## config.mk

```make
export PLATFORM = sky130hd
export DESIGN_NAME = serial_message_deframer_core
export DESIGN_NICKNAME = d
export VERILOG_FILES = /design/src/design/smd_pkg.sv /design/src/design/serial_message_deframer_core.sv
export SDC_FILE = /design/constraint.sdc
export NUM_CORES = 1
export LEC_CHECK = 0
export BUFFER_PORTS_ARGS = -buffer_cell sky130_fd_sc_hd__buf_2
export CORE_ASPECT_RATIO = 0.75
export CORE_MARGIN = 2
export CORE_UTILIZATION = 45
export DETAILED_ROUTE_END_ITERATION = 8
export PLACE_DENSITY_LB_ADDON = 0.08
export SLEW_MARGIN = 20
export SYNTH_ARGS = -nofsm -noshare
export SYNTH_HDL_FRONTEND = slang
export SYNTH_SLANG_ARGS = --single-unit
```

## constraint.sdc

```tcl
create_clock -name aclk -period 5.13 [get_ports aclk]
set_clock_uncertainty 0.2 [all_clocks]
set_input_delay 0.2565 -clock aclk [delete_from_list [all_inputs] [get_ports aclk]]
set_output_delay 0.2565 -clock aclk [all_outputs]
set_load 0.01 [all_outputs]
```

## src/design/smd_pkg.sv

```systemverilog
// Package with constants and types of the serial message deframer.
package smd_pkg;

    localparam int FRAME_BYTES = 128;
    localparam int HDR_BYTES   = 5;
    localparam int LIMIT_W     = $clog2(FRAME_BYTES + 1);

    localparam logic [1:0] REG_START_CODE  = 2'd0;
    localparam logic [1:0] REG_TOKEN_CODE  = 2'd1;
    localparam logic [1:0] REG_END_CODE    = 2'd2;
    localparam logic [1:0] REG_FRAME_LIMIT = 2'd3;

    localparam logic [7:0] RST_START_CODE  = 8'd27;
    localparam logic [7:0] RST_TOKEN_CODE  = 8'd14;
    localparam logic [7:0] RST_END_CODE    = 8'd13;
    localparam logic [7:0] RST_FRAME_LIMIT = 8'd100;

    typedef enum logic [8:0] {
        ST_HUNT    = 9'b000000001,
        ST_ADDR    = 9'b000000010,
        ST_INDEX   = 9'b000000100,
        ST_LENGTH  = 9'b000001000,
        ST_TOKEN   = 9'b000010000,
        ST_DATA    = 9'b000100000,
        ST_CHECK_L = 9'b001000000,
        ST_CHECK_H = 9'b010000000,
        ST_END     = 9'b100000000
    } state_t;

    typedef struct packed {
        logic [15:0] frame_check;
        logic [7:0]  frame_length;
        logic [7:0]  frame_index;
        logic [7:0]  frame_addr;
        logic        frame_dropped;
        logic        is_payload;
        logic [6:0]  byte_position;
        logic        byte_stored;
        logic [7:0]  byte_value;
    } result_t;

    typedef struct packed {
        result_t data;
        logic    done;
    } item_t;

endpackage

```

## src/design/serial_message_deframer_core.sv

```systemverilog
// Top level of the serial message deframer: byte parser with a skid-buffered result port.
//
//  Channel  Ports          Payload
//  -------  -------------  ---------------------------------------------------------
//  input    s_tvalid ...   s_tdata[7:0] rx_byte
//  result   m_tvalid ...   m_tdata fields as listed at the port, m_tlast frame_done
//  config   cfg_valid ...  cfg_index register index, cfg_data register value
//
// One byte is accepted per cycle unless the input stalls; its result is registered into the
// output or skid register. The parser state updates in the cycle the byte is accepted.
// A two-entry output stage (output register plus skid register) keeps the input open
// for one more byte while a result waits; the input stalls only when both hold items.
// Reset is synchronous and active low; configuration registers return to their defaults.
module serial_message_deframer_core import smd_pkg::*; (
    input  logic        aclk,
    input  logic        aresetn,
    input  logic        s_tvalid,
    output logic        s_tready,
    input  logic [7:0]  s_tdata,    // [7:0] rx_byte
    output logic        m_tvalid,
    input  logic        m_tready,
    // [7:0] byte_value, [8] byte_stored, [15:9] byte_position, [16] is_payload,
    // [17] frame_dropped, [25:18] frame_addr, [33:26] frame_index,
    // [41:34] frame_length, [57:42] frame_check, [63:58] zero
    output logic [63:0] m_tdata,
    output logic        m_tlast,    // frame_done
    input  logic        cfg_valid,
    output logic        cfg_ready,
    input  logic [1:0]  cfg_index,
    input  logic [7:0]  cfg_data
);

    logic [7:0] start_code_reg;
    logic [7:0] token_code_reg;
    logic [7:0] end_code_reg;
    logic [7:0] frame_limit_reg;

    state_t     state_reg, state_next;
    logic [7:0] count_reg, count_next;
    logic [7:0] left_reg, left_next;
    logic [7:0] addr_reg, addr_next;
    logic [7:0] index_reg, index_next;
    logic [7:0] length_reg, length_next;
    logic [7:0] chk_lo_reg, chk_lo_next;
    logic [7:0] chk_hi_reg, chk_hi_next;

    item_t      out_reg, skid_reg, item_next;
    logic       out_valid_reg, skid_valid_reg;

    logic             push, pop;
    logic [7:0]       rx_byte;
    logic [7:0]       count_inc;
    logic [LIMIT_W-1:0] limit;
    logic             stored, payload, done, dropped;
    logic [6:0]       pos;

    assign cfg_ready = 1'b1;
    assign s_tready  = !skid_valid_reg;
    assign push      = s_tvalid && s_tready;
    assign pop       = out_valid_reg && m_tready;
    assign rx_byte   = s_tdata;
    assign count_inc = count_reg + 8'd1;

    always_comb begin
        if ({1'b0, frame_limit_reg} > (LIMIT_W + 1)'(FRAME_BYTES)) begin
            limit = LIMIT_W'(FRAME_BYTES);
        end else begin
            limit = LIMIT_W'(frame_limit_reg);
        end
    end

    always_comb begin
        state_next  = state_reg;
        count_next  = count_reg;
        left_next   = left_reg;
        addr_next   = addr_reg;
        index_next  = index_reg;
        length_next = length_reg;
        chk_lo_next = chk_lo_reg;
        chk_hi_next = chk_hi_reg;
        stored      = 1'b0;
        payload     = 1'b0;
        done        = 1'b0;
        dropped     = 1'b0;
        pos         = count_reg[6:0];
        unique case (state_reg)
            ST_ADDR: begin
                stored     = 1'b1;
                count_next = count_inc;
                addr_next  = rx_byte;
                state_next = ST_INDEX;
            end
            ST_INDEX: begin
                stored     = 1'b1;
                count_next = count_inc;
                index_next = rx_byte;
                state_next = ST_LENGTH;
            end
            ST_LENGTH: begin
                stored      = 1'b1;
                count_next  = count_inc;
                length_next = rx_byte;
                left_next   = rx_byte;
                state_next  = ST_TOKEN;
            end
            ST_TOKEN: begin
                if (rx_byte == token_code_reg) begin
                    stored     = 1'b1;
                    count_next = count_inc;
                    state_next = (left_reg != 8'd0) ? ST_DATA : ST_CHECK_L;
                end else begin
                    dropped    = 1'b1;
                    state_next = ST_HUNT;
                end
            end
            ST_DATA: begin
                stored     = 1'b1;
                payload    = 1'b1;
                count_next = count_inc;
                left_next  = left_reg - 8'd1;
                if (left_reg == 8'd1) begin
                    state_next = ST_CHECK_L;
                end
                if (({2'b00, count_inc} + 10'(HDR_BYTES)) > 10'(limit)) begin
                    dropped    = 1'b1;
                    state_next = ST_HUNT;
                end
            end
            ST_CHECK_L: begin
                stored      = 1'b1;
                count_next  = count_inc;
                chk_lo_next = rx_byte;
                state_next  = ST_CHECK_H;
            end
            ST_CHECK_H: begin
                stored      = 1'b1;
                count_next  = count_inc;
                chk_hi_next = rx_byte;
                state_next  = ST_END;
            end
            ST_END: begin
                stored     = 1'b1;
                count_next = count_inc;
                state_next = ST_HUNT;
                if (rx_byte == end_code_reg) begin
                    done = 1'b1;
                end else begin
                    dropped = 1'b1;
                end
            end
            default: begin
                count_next = 8'd1;
                pos        = 7'd0;
                state_next = ST_HUNT;
                if (rx_byte == start_code_reg) begin
                    stored     = 1'b1;
                    state_next = ST_ADDR;
                end
            end
        endcase
    end

    always_comb begin
        item_next.done               = done;
        item_next.data.byte_value    = rx_byte;
        item_next.data.byte_stored   = stored;
        item_next.data.byte_position = stored ? pos : 7'd0;
        item_next.data.is_payload    = payload;
        item_next.data.frame_dropped = dropped;
        item_next.data.frame_addr    = done ? addr_reg : 8'd0;
        item_next.data.frame_index   = done ? index_reg : 8'd0;
        item_next.data.frame_length  = done ? length_reg : 8'd0;
        item_next.data.frame_check   = done ? {chk_hi_reg, chk_lo_reg} : 16'd0;
    end

    always_ff @(posedge aclk) begin
        if (!aresetn) begin
            start_code_reg  <= RST_START_CODE;
            token_code_reg  <= RST_TOKEN_CODE;
            end_code_reg    <= RST_END_CODE;
            frame_limit_reg <= RST_FRAME_LIMIT;
        end else if (cfg_valid) begin
            unique case (cfg_index)
                REG_START_CODE:  start_code_reg  <= cfg_data;
                REG_TOKEN_CODE:  token_code_reg  <= cfg_data;
                REG_END_CODE:    end_code_reg    <= cfg_data;
                REG_FRAME_LIMIT: frame_limit_reg <= cfg_data;
                default: ;
            endcase
        end
    end

    always_ff @(posedge aclk) begin
        if (!aresetn) begin
            state_reg <= ST_HUNT;
        end else if (push) begin
            state_reg <= state_next;
        end
    end

    always_ff @(posedge aclk) begin
        if (!aresetn) begin
            count_reg  <= 8'd0;
            left_reg   <= 8'd0;
            addr_reg   <= 8'd0;
            index_reg  <= 8'd0;
            length_reg <= 8'd0;
            chk_lo_reg <= 8'd0;
            chk_hi_reg <= 8'd0;
        end else if (push) begin
            count_reg  <= count_next;
            left_reg   <= left_next;
            addr_reg   <= addr_next;
            index_reg  <= index_next;
            length_reg <= length_next;
            chk_lo_reg <= chk_lo_next;
            chk_hi_reg <= chk_hi_next;
        end
    end

    always_ff @(posedge aclk) begin
        if (!aresetn) begin
            out_valid_reg  <= 1'b0;
            skid_valid_reg <= 1'b0;
        end else if (!out_valid_reg || pop) begin
            if (skid_valid_reg) begin
                out_valid_reg  <= 1'b1;
                skid_valid_reg <= 1'b0;
            end else begin
                out_valid_reg <= push;
            end
        end else if (push) begin
            skid_valid_reg <= 1'b1;
        end
    end

    always_ff @(posedge aclk) begin
        if (!out_valid_reg || pop) begin
            if (skid_valid_reg) begin
                out_reg <= skid_reg;
            end else if (push) begin
                out_reg <= item_next;
            end
        end else if (push) begin
            skid_reg <= item_next;
        end
    end

    assign m_tvalid = out_valid_reg;
    assign m_tlast  = out_reg.done;
    assign m_tdata  = {6'd0, out_reg.data};

endmodule

```

# Word level (Yosys, flattened, before mapping)

Cells that the tools add are included.

Register bits: 217
Latch bits: 0
RAM bits: 0
ROM bits: 0
Bits of input ports: 23
Output and inout port bits: 68
Word-level logic and storage cells: 113
Memories: 0

Add/subtract/negate cells: 3
Multiply operators: 0
Div/mod/pow operators: 0
Order comparisons: 2
Equal/unequal tests: 17
Shift operators: 0
Mux-type cells: 29
Bitwise gates (word level): 2
Reductions and logical operators: 26

Operators with widths:

| operator                                             | number |
|---|---|
| 2-to-1 mux 59 bit                                    | 2 |
| case mux 9 bit (8 select lines)                      | 1 |
| 2-to-1 mux 8 bit                                     | 5 |
| case mux 8 bit (2 select lines)                      | 2 |
| 2-to-1 mux 7 bit                                     | 4 |
| AND reduction 2 bit                                  | 14 |
| == test 8 bit                                        | 3 |
| 2-to-1 mux 9 bit                                     | 2 |
| 2-to-1 mux 16 bit                                    | 1 |
| adder 8 x 3 -> 9 bit, second input constant          | 1 |
| == test 9 x 2 -> 1 bit, second input constant        | 1 |
| == test 9 x 3 -> 1 bit, second input constant        | 1 |
| == test 9 x 4 -> 1 bit, second input constant        | 1 |
| == test 9 x 5 -> 1 bit, second input constant        | 1 |
| == test 9 x 6 -> 1 bit, second input constant        | 1 |
| == test 9 x 7 -> 1 bit, second input constant        | 1 |
| == test 9 x 8 -> 1 bit, second input constant        | 1 |
| == test 9 bit, second input constant                 | 1 |
| greater-than comparator 9 x 8 -> 1 bit               | 1 |
| 2-to-1 mux 1 bit                                     | 9 |
| adder 8 x 1 -> 8 bit, second input constant          | 1 |
| == test 8 x 1 -> 1 bit, second input constant        | 1 |
| greater-than comparator 8 bit, second input constant | 1 |
| nonzero test 8 bit                                   | 1 |
| 17 further kinds                                     | 22 |

# Logic depth before layout (Yosys ltp)

Gate-level depths: netlist (run 1).

Depth in word-level cells: 7
Gate-level depth with buffers: 16
Gate-level depth less buffers: 15

# Worst setup path after synthesis (run 1)

No wires, ideal clock.

Kind: reg2reg
Start: reg skid_valid_reg
End: reg skid_reg[0] (netlist bit), enable pin
Library setup time: 0.476 ns
Arrival: 3.371 ns
Required time: 4.454 ns
Setup slack: 1.083 ns
Stages on the path, launching flop included: 6
Buffers on the path: 2
Period minus slack after synthesis: 4.047 ns
Cell sequence: dfxtp_1 -> clkbuf_1 -> clkinv_1 -> nand2_1 -> clkbuf_1 -> nor2_1

Word-level cells in the longest chain between the ends: 3

Ends and longest elaborated chain:

| element                              | line                                | text |
|---|---|---|
| start, declared                      | serial_message_deframer_core.sv:48  | `logic out_valid_reg, skid_valid_reg;` |
| start signal, assigned               | serial_message_deframer_core.sv:224 | `skid_valid_reg <= 1'b0;` |
| start signal, assigned               | serial_message_deframer_core.sv:228 | `skid_valid_reg <= 1'b0;` |
| start signal, assigned               | serial_message_deframer_core.sv:233 | `skid_valid_reg <= 1'b1;` |
| logical NOT 1 bit                    | serial_message_deframer_core.sv:58  | `assign s_tready = !skid_valid_reg;` |
| logical AND 1 bit                    | serial_message_deframer_core.sv:59  | `assign push = s_tvalid && s_tready;` |
| AND reduction 2 bit (no source line) | -                                   |  |
| end signal, assigned                 | serial_message_deframer_core.sv:245 | `skid_reg <= item_next;` |
| end, declared                        | serial_message_deframer_core.sv:47  | `item_t out_reg, skid_reg, item_next;` |

No other way between the ends.
A chain may end at the register's enable or synchronous reset.

# Final worst setup path (run 1)

Start: reg count_reg[0]
End: reg out_reg (netlist bit m_tdata[17]) (data pin)

Word-level cells in the longest chain between the ends: 7

Ends and longest elaborated chain:

| element                                | line                                | text |
|---|---|---|
| start, declared                        | serial_message_deframer_core.sv:39  | `logic [7:0] count_reg, count_next;` |
| start signal, assigned                 | serial_message_deframer_core.sv:211 | `count_reg <= count_next;` |
| adder 8 x 1 -> 8 bit                   | serial_message_deframer_core.sv:62  | `assign count_inc = count_reg + 8'd1;` |
| adder 8 x 3 -> 9 bit                   | serial_message_deframer_core.sv:124 | `if (({2'b00, count_inc} + 10'(HDR_BYTES)) > 10'(limit)) begin` |
| greater-than comparator 9 x 8 -> 1 bit | serial_message_deframer_core.sv:124 |  |
| 2-to-1 mux 1 bit                       | serial_message_deframer_core.sv:124 |  |
| case mux 1 bit (3 select lines)        | serial_message_deframer_core.sv:86  | `unique case (state_reg)` |
| via dropped                            | serial_message_deframer_core.sv:54  | `logic stored, payload, done, dropped;` |
| 2-to-1 mux 59 bit                      | serial_message_deframer_core.sv:241 | `end else if (push) begin` |
| 2-to-1 mux 59 bit                      | serial_message_deframer_core.sv:239 | `if (skid_valid_reg) begin` |
| end signal, assigned                   | serial_message_deframer_core.sv:240 | `out_reg <= skid_reg;` |
| end signal, assigned                   | serial_message_deframer_core.sv:242 | `out_reg <= item_next;` |
| end, declared                          | serial_message_deframer_core.sv:47  |  |

The timed path passes the listed nets, and every way through them passes these cells. The select of a mux whose other input is x is not followed.

==> qor.yml, run 1 <==
worst_setup_path:
  setup.worst_path.start_class: "flip-flop"
  ff2ff_path_depth: 12
  cp_data_arrival_time_ns: 4.09
  critical_path.max_fanout: 13
  worstSetupEndpointType: "flip-flop"
  worst-setup-path-type: "reg -> reg"
  cp_data_required_time_ns: 5.18
final_layout:
  area_delta_synth_final_pct: 17.0
  largest_register_ffs: 59
  multiInputGateArea_sq_um: 3690
  layout.filler_cells: 1853
  antennaDiodeCount: 0
  nNetsFinal: 943
  ratio_of_cells_with_drive_above_1_in_the_final_layout_pct: 21.5
  seqCellArea_sq_um: 5530
global_route:
  initial_antenna_violation_count: 0
  grt.met2_usage_pct: 28.6
  busiest_grt_layer: "met2"
  via_count_of_the_first_global_routing_pass: 6188
  gr-usage-met1_pct: 28.5
  maximum_number_of_pins_on_one_net_before_global_route_repair: 51
  grt.total_usage_pct: 19.2
  global_route.overflow_total: 0
  globalRouteMet3Util_pct: 3.25
  grt_first_pass_wirelength_mm: 33.2
flow_run:
  timing.max_cap.violations: 0
yosys:
  post_synth_xor_area_fraction_pct: 3.85
  mean_cell_area_of_the_mapped_netlist_sq_um: 11.5
  synth-compound-area-share_pct: 6.19
  netlist_instances: 829
  seq_area_frac_synth_pct: 58.1
  largest_family_of_logic_cells_by_synthesized_area: "simple AND/OR/NAND/NOR gates"
  synth_enable_flop_cells: 118
  yosys.area_share.simple_pct: 14.5
  cell_area_after_synthesis_sq_um: 9520
  yosys-top-cells-area: "sky130_fd_sc_hd__edfxtp_1 37%, sky130_fd_sc_hd__dfxtp_1 21%, sky130_fd_sc_hd__mux2_2 6.7%, sky130_fd_sc_hd__mux2i_1 5.6%, sky130_fd_sc_hd__and2_1 3.1%"
  number_of_synthesized_register_bits: 217
  fraction_of_registers_with_async_set_reset_pct: 0
  yosys.area_share.adder_pct: 1.58
  fraction_of_synthesized_area_in_multiplexers_pct: 12.3
  synth.top_cell.area_share_pct: 37.2
  synth-main-ff-cell: "sky130_fd_sc_hd__edfxtp_1"
  ys.warnings.count: 0
  distinct_cell_type_count_of_the_synthesized_netlist: 56
  synth.largest_area_cell: "sky130_fd_sc_hd__edfxtp_1"
placement:
  routabilityCongestion: 0.828
  hpwlAfterDp_mm: 13.9
  buffer_ports.inserted: 83
drt:
  post_drt_via_cell_ratio: 5.30
  detailedRoute.firstPassIterationCount: 7
  routed_wire_length_per_instance_microns: 17.7
  drtIter0Drc: 447
  drc: 0
  detail-route-antenna-nets: 0
  route.vias.total: 6420
  finalWirelength_mm: 21.5
sta:
  max_clock_freq_mhz: 248
  period_needed_ns: 4.04
  layout_worst_path_cycle_share_pct: 78.7
  final-hold-violation-count: 0
  final_max_slew_viol_count: 0
  max-slew-margin-rel_pct: 34.3
  tns_ns: 0
  rsz0062_at_grt: "false"
  setup_viol_count_final: 0
  tightestPinTransition_ns: 0.986
cts:
  cts-root-buf: "sky130_fd_sc_hd__clkbuf_16"
  clk_pin_slew_worst_paths_ns: 0.06
  post-cts-setup-buffers: 0
  clk-insertion-delay-late_ns: 0.51
  num_cts_buffers: 23
  cts-root-to-sink-buffers: 3
  tritoncts_num_sinks: 217
  htree_num_levels: 1
  cts_tree: "done"
power_and_ir_drop:
  vdd.ir_drop.worst_uv: 207
  report.power.total_mw: 3.93
  static-leakage-power_nw: 4.49
  power_density_nw_per_um2: 353
die:
  core_area_sq_um: 21000
  row_count: 46
  design.die.area_sq_um: 22300
  dieHeight_microns: 130
  starting_density_of_the_core_pct: 45.4
  io_pins: 91
  dieWidth_microns: 172
outcome:
  outcome: "finished, final reports clean"
min_path:
  hold-path-cell-count: 1
  hold_path.class: "in -> reg"
==> critical path, stage by stage (launching register included) <==
cell and delay, ns:
sky130_fd_sc_hd__dfxtp_1 0.50, sky130_fd_sc_hd__ha_1 0.51, sky130_fd_sc_hd__nand3_1 0.21, sky130_fd_sc_hd__xor2_1 0.22, sky130_fd_sc_hd__or3b_4 0.44, sky130_fd_sc_hd__xor2_1 0.16, sky130_fd_sc_hd__ha_1 0.32, sky130_fd_sc_hd__nand3_1 0.09
sky130_fd_sc_hd__or3_1 0.32, sky130_fd_sc_hd__o211ai_1 0.14, sky130_fd_sc_hd__o31a_1 0.24, sky130_fd_sc_hd__o21ai_0 0.12, sky130_fd_sc_hd__mux2_2 0.31
==> kinds of logic after synthesis <==
family | Yosys count
flip-flops | 217
XOR/XNOR | 41
AND/OR/NAND/NOR | 280
buffers and inverters | 74
AO/OA/AOI/OAI | 93
adder cells (fa/ha/maj) | 12
other | 2
multiplexers | 110
==> layout by cell type, fill, tap and decap left out, types with 23 or more instances in the layout <==
cell type | Yosys | routed
sky130_fd_sc_hd__nor2_1 | 76 | 74
sky130_fd_sc_hd__clkbuf_16 | 0 | 24
sky130_fd_sc_hd__and2_1 | 47 | 47
sky130_fd_sc_hd__a21oi_1 | 36 | 36
sky130_fd_sc_hd__dfxtp_1 | 99 | 99
sky130_fd_sc_hd__mux2_2 | 57 | 57
sky130_fd_sc_hd__nand2_1 | 78 | 78
sky130_fd_sc_hd__edfxtp_1 | 118 | 118
sky130_fd_sc_hd__xor2_1 | 33 | 33
sky130_fd_sc_hd__mux2i_1 | 53 | 53
sky130_fd_sc_hd__o21ai_0 | 23 | 23
sky130_fd_sc_hd__buf_2 | 15 | 83
==> cell usage after synthesis, types with 3 or more instances <==
cell type	count
sky130_fd_sc_hd__a211oi_1	3
sky130_fd_sc_hd__a21oi_1	36
sky130_fd_sc_hd__a22oi_1	6
sky130_fd_sc_hd__a31o_2	3
sky130_fd_sc_hd__a31oi_1	4
sky130_fd_sc_hd__and2_1	47
sky130_fd_sc_hd__buf_1	3
sky130_fd_sc_hd__buf_2	15
sky130_fd_sc_hd__buf_4	8
sky130_fd_sc_hd__clkbuf_1	35
sky130_fd_sc_hd__dfxtp_1	99
sky130_fd_sc_hd__edfxtp_1	118
sky130_fd_sc_hd__ha_1	12
sky130_fd_sc_hd__inv_1	12
sky130_fd_sc_hd__mux2_2	57
sky130_fd_sc_hd__mux2i_1	53
sky130_fd_sc_hd__nand2_1	78
sky130_fd_sc_hd__nand2b_1	8
sky130_fd_sc_hd__nand3_1	16
sky130_fd_sc_hd__nand3b_1	5
sky130_fd_sc_hd__nand4_1	4
sky130_fd_sc_hd__nor2_1	76
sky130_fd_sc_hd__nor3_1	10
sky130_fd_sc_hd__nor3b_1	3
sky130_fd_sc_hd__nor4_1	13
sky130_fd_sc_hd__nor4b_1	6
sky130_fd_sc_hd__o211ai_1	4
sky130_fd_sc_hd__o21ai_0	23
sky130_fd_sc_hd__xnor2_1	7
sky130_fd_sc_hd__xor2_1	33
==> worst paths after layout <==
| kind | from | to | slack [ns] |
|---|---|---|---|
| max | count_reg[0] | m_tdata[17] | 1.09 |
| min | s_tdata[1] | skid_reg[2] | 0.04 |
| max reg2reg | count_reg[0] | m_tdata[17] | 1.09 |
| min reg2reg | frame_limit_reg[0] | frame_limit_reg[0] | 0.25 |
==> metrics by stage <==
| stage | worst slack, ns | util, % | area (sq um) | instances | hold slack (ns) |
|---|---|---|---|---|---|
| 4_1_cts | 1.12 | 53.2 | 11100 | 1212 | 0.0138 |
| 5_1_grt | 0.775 | 53.2 | 11100 | 1212 | 0.0185 |
| 3_5_place_dp | 1.17 | 48.2 | 10100 | 1150 | 0.245 |
| 3_3_place_gp | 1.32 | 48.2 | 10100 | 1150 | 0.241 |
| 6_report | 1.09 | 53.2 | 11100 | 1212 | 0.0403 |
| 2_1_floorplan | 1.08 | - | 9540 | 834 | 0.155 |
==> where the power goes <==
part	leakage, nW	switching (mW)	internal (mW)
Combinational	2.21	0.138	0.0776
Sequential	1.87	0.0198	1.88
Clock	0.413	0.679	1.14
Total	4.49	0.837	3.10
==> per-layer routing <==
| layer | share of wire, % | wire, microns |
|---|---|---|
| met1 | 50 | 10700 |
| met4 | 2.6 | 554 |
| met5 | 0 | 0 |
| met3 | 5.3 | 1140 |
| met2 | 42 | 9060 |
==> repair_timing <==
item | in CTS | in global routing
hold endpoints to repair | 41 | 0
resized for setup | 0 | 0
hold buffers | 21 | 0
==> layout make-up <==
type	count	area share, %
flip-flops and latches	217	49.6
multi-input cells	543	33.2
repair buffers	110	6.02
clock buffers	28	5.71
well taps	288	3.24
clock inverters	13	1.80
inverters	13	0.438
Power figures use the tool's default switching activity.
==> run 2: changes to the inputs <==
- ABC_AREA: not set -> 1
- clock period: 5.13 -> 4 ns (I/O delays scaled with it)
==> qor.yml, run 2 <==
final_layout:
  layout.filler_cells: 2029  # +9.5%
  largest_register_ffs: 59  # unchanged
  antennaDiodeCount: 0  # unchanged
  final-instance-count-excl-fill: 1469  # +21%
  ratio_of_cells_with_drive_above_1_in_the_final_layout_pct: 18.5  # -3.0 points
  mostFrequentLayoutCells: "204 x sky130_fd_sc_hd__nor2_1, 130 x sky130_fd_sc_hd__nand2_1, 118 x sky130_fd_sc_hd__edfxtp_1"
  layout_commonest_cell: "sky130_fd_sc_hd__nor2_1"
  area_delta_synth_final_pct: 16.8
  nNetsFinal: 1200  # +27%
yosys:
  distinct_cell_type_count_of_the_synthesized_netlist: 42  # -25%
  synth.largest_area_cell: "sky130_fd_sc_hd__edfxtp_1"
  mean_cell_area_of_the_mapped_netlist_sq_um: 9.24  # -19%
  synth-main-ff-cell: "sky130_fd_sc_hd__edfxtp_1"
  yosys-top-cells-count: "206 x sky130_fd_sc_hd__nor2_1, 130 x sky130_fd_sc_hd__nand2_1, 118 x sky130_fd_sc_hd__edfxtp_1, 99 x sky130_fd_sc_hd__dfxtp_1, 97 x sky130_fd_sc_hd__inv_1"
  number_of_synthesized_register_bits: 217  # unchanged
  fraction_of_registers_with_async_set_reset_pct: 0  # unchanged
  synthMostInstantiatedCell: "sky130_fd_sc_hd__nor2_1"
  netlist_instances: 1065  # +28%
  synth.top_cell.area_share_pct: 36.0  # -1.2 points
  cell_area_after_synthesis_sq_um: 9840  # +3.4%
  yosys-top-cells-area: "sky130_fd_sc_hd__edfxtp_1 36%, sky130_fd_sc_hd__dfxtp_1 20%, sky130_fd_sc_hd__nor2_1 7.9%, sky130_fd_sc_hd__nand2_1 5.0%, sky130_fd_sc_hd__nor2_4 4.6%"
  synth_enable_flop_cells: 118  # unchanged
  ys.warnings.count: 0  # unchanged
  seq_area_frac_synth_pct: 56.1  # -1.9 points
drt:
  detail-route-antenna-nets: 0  # unchanged
  route.vias.total: 7071  # +10%
  detailedRoute.firstPassIterationCount: 5  # -2
  post_drt_via_cell_ratio: 4.81  # -9.1%
  routed_wire_length_per_instance_microns: 15.2  # -14%
  finalWirelength_mm: 22.3  # +4.0%
  drtIter0Drc: 517  # +16%
  drc: 0  # unchanged
placement:
  inst_count_dp: 1403  # +22%
  hpwlAfterDp_mm: 14.2  # +2.6%
  buffer_ports.inserted: 83  # unchanged
  dp_worst_setup_slack_ns: 0.835  # -0.332 ns
  routabilityCongestion: 0.835  # +0.85%
cts:
  post-cts-setup-buffers: 0  # unchanged
  cts-root-buf: "sky130_fd_sc_hd__clkbuf_16"
  cts_tree: "done"
  cts_resized: 0  # unchanged
  clk-insertion-delay-late_ns: 0.51  # about the same
  tritoncts_num_sinks: 217  # unchanged
  cts-root-to-sink-buffers: 3  # unchanged
  htree_num_levels: 1  # unchanged
  clk_pin_slew_worst_paths_ns: 0.06  # about the same
  cts-hold-fix-buffers: 25  # +19%
  num_cts_buffers: 23  # unchanged
sta:
  final-hold-violation-count: 0  # unchanged
  max-slew-margin-rel_pct: 40.7  # +6.4 points
  setup_viol_count_final: 0  # unchanged
  tightestPinTransition_ns: 0.890  # -0.0960 ns
  max_clock_freq_mhz: 310  # +25%
  tns_ns: 0  # unchanged
  post-route-worst-setup-slack_ns: 0.777  # -0.318 ns
  period_needed_ns: 3.22  # -0.812 ns
  layout_worst_path_cycle_share_pct: 80.6  # +1.9 points
  rsz0062_at_grt: "false"
  final_max_slew_viol_count: 0  # unchanged
worst_setup_path:
  critical_path.top_delay_family: "simple AND/OR/NAND/NOR gates"
  reg2reg_slack_ns: 0.78  # -0.32 ns
  setup.worst_path.start_class: "flip-flop"
  worstSetupEndpointType: "flip-flop"
  cp_data_required_time_ns: 4.19  # -0.99 ns
  cp_data_arrival_time_ns: 3.42  # -0.67 ns
  r2r-start: "count_reg[0]"
  worst-setup-path-type: "reg -> reg"
  ff2ff_path_depth: 17  # +5
  rr_endpoint: "state_reg[6]"
  worst_path_largest_cell_delay_ns: 0.43  # -0.08 ns
  critical_path.max_fanout: 11  # -2
  cpMostUsedCell: "sky130_fd_sc_hd__nand2_1"
  crit_chain: "inv_2, ha_1, inv_1, a21oi_1, nor3_1, nand3_1, xor2_1, ha_1, and3_1, nand2_1, nand2_1, nand2_1, nand3_2, nand2_2, inv_1, nor2_1, nor2_1"
  cp_slowest_cell: "sky130_fd_sc_hd__dfxtp_1"
  worst-path-buf-inv: 3  # +3
power_and_ir_drop:
  power_switching_share_pct: 23.0  # +1.7 points
  vdd.ir_drop.worst_uv: 237  # +14%
  power_density_nw_per_um2: 438  # +24%
  internal_power_mw: 3.87  # +25%
  seq_power_share_pct: 48.9  # +0.5 points
  combPwrFrac_pct: 7.9  # +2.4 points
  power.clock.fraction_pct: 43.3  # -2.9 points
  switchingPower_mw: 1.16  # +38%
  static-leakage-power_nw: 4.58  # +1.8%
min_path:
  hold-path-cell-count: 2  # +1
  hold_path.class: "in -> reg"
  hold_path_startpoint: "s_tdata[3]"
  hold_path_end: "skid_reg[4]"
global_route:
  maximum_number_of_pins_on_one_net_before_global_route_repair: 60  # +18%
  grt_first_pass_wirelength_mm: 36.0  # +8.5%
  via_count_of_the_first_global_routing_pass: 6659  # +7.6%
  global_route.overflow_total: 0  # unchanged
  initial_antenna_violation_count: 0  # unchanged
  grt.total_usage_pct: 19.5  # +0.37 points
die:
  core_area_sq_um: 21300  # +1.6%
  dieHeight_microns: 132  # +1.6%
  dieWidth_microns: 175  # +1.7%
  starting_density_of_the_core_pct: 46.2  # +0.79 points
  io_pins: 91  # unchanged
  row_count: 46  # unchanged
  design.die.area_sq_um: 23100  # +3.3%
outcome:
  outcome: "finished, final reports clean"
flow_run:
  timing.max_cap.violations: 0  # unchanged
run 2: cells by family after synthesis:
family                     after synthesis  synth area share (%)
DFF                                    217                  56.1
AOI/OAI and AO/OA                      171                  8.98
and+or+nand+nor                        471                  23.5
adders and majority gates               12                  1.53
other                                    2                0.0763
buffers and inverters                  162                  7.08
xor gates and xnor gates                30                  2.67
run 2: power groups by stage:
| stage | combinational (mW) | clock (mW) | sequential (mW) |
|---|---|---|---|
| 3_5_place_dp | 0.378 | 0 | 2.51 |
| 2_1_floorplan | 0.228 | 0 | 2.53 |
| 5_1_grt | 0.445 | 2.32 | 2.47 |
| 4_1_cts | 0.398 | 2.24 | 2.46 |
| 3_3_place_gp | 0.374 | 0 | 2.51 |
| 6_report | 0.395 | 2.18 | 2.46 |
run 2: worst max-delay path by stage:
| stage | from | endpoint | slack [ns] | cells after the start |
|---|---|---|---|---|
| after global placement | count_reg[0] | state_reg[5] | 0.91 | 17 |
| after floorplan | skid_valid_reg | skid_reg[0] | 0.007 | 4 |
| after detailed placement | count_reg[0] | state_reg[6] | 0.84 | 17 |
| final | count_reg[0] | state_reg[6] | 0.78 | 17 |
| after global routing | count_reg[0] | state_reg[1] | 0.50 | 17 |
| after CTS | count_reg[0] | state_reg[6] | 0.78 | 17 |
run 2: layout make-up:
type | count | area [sq um] | share of cell area (%)
Clock buffer | 27 | 591 | 5.14
Clock inverter | 14 | 174 | 1.51
Inverter | 111 | 419 | 3.65
Multi-Input combinational cell | 691 | 3660 | 31.8
Sequential cell | 217 | 5530 | 48.1
Tap cell | 288 | 360 | 3.14
Timing Repair Buffer | 121 | 763 | 6.64
run 2: routing by layer:
layer,track usage [%],part of all wire (%)
met1,30.0,52
met2,29.1,42
met3,2.68,4.0
met4,4.63,2.2
met5,0,0
run 2: metrics by stage:
stage / area (sq um) / hold WS, ns / util, % / power [mW]
2_1_floorplan: 9860 / 0.0989 / - / 2.75
3_3_place_gp: 10500 / 0.245 / 49.2 / 2.88
3_5_place_dp: 10500 / 0.255 / 49.2 / 2.88
4_1_cts: 11500 / 0.0364 / 54.0 / 5.10
5_1_grt: 11500 / 0.0377 / 54.0 / 5.23
6_report: 11500 / 0.0555 / 54.0 / 5.03
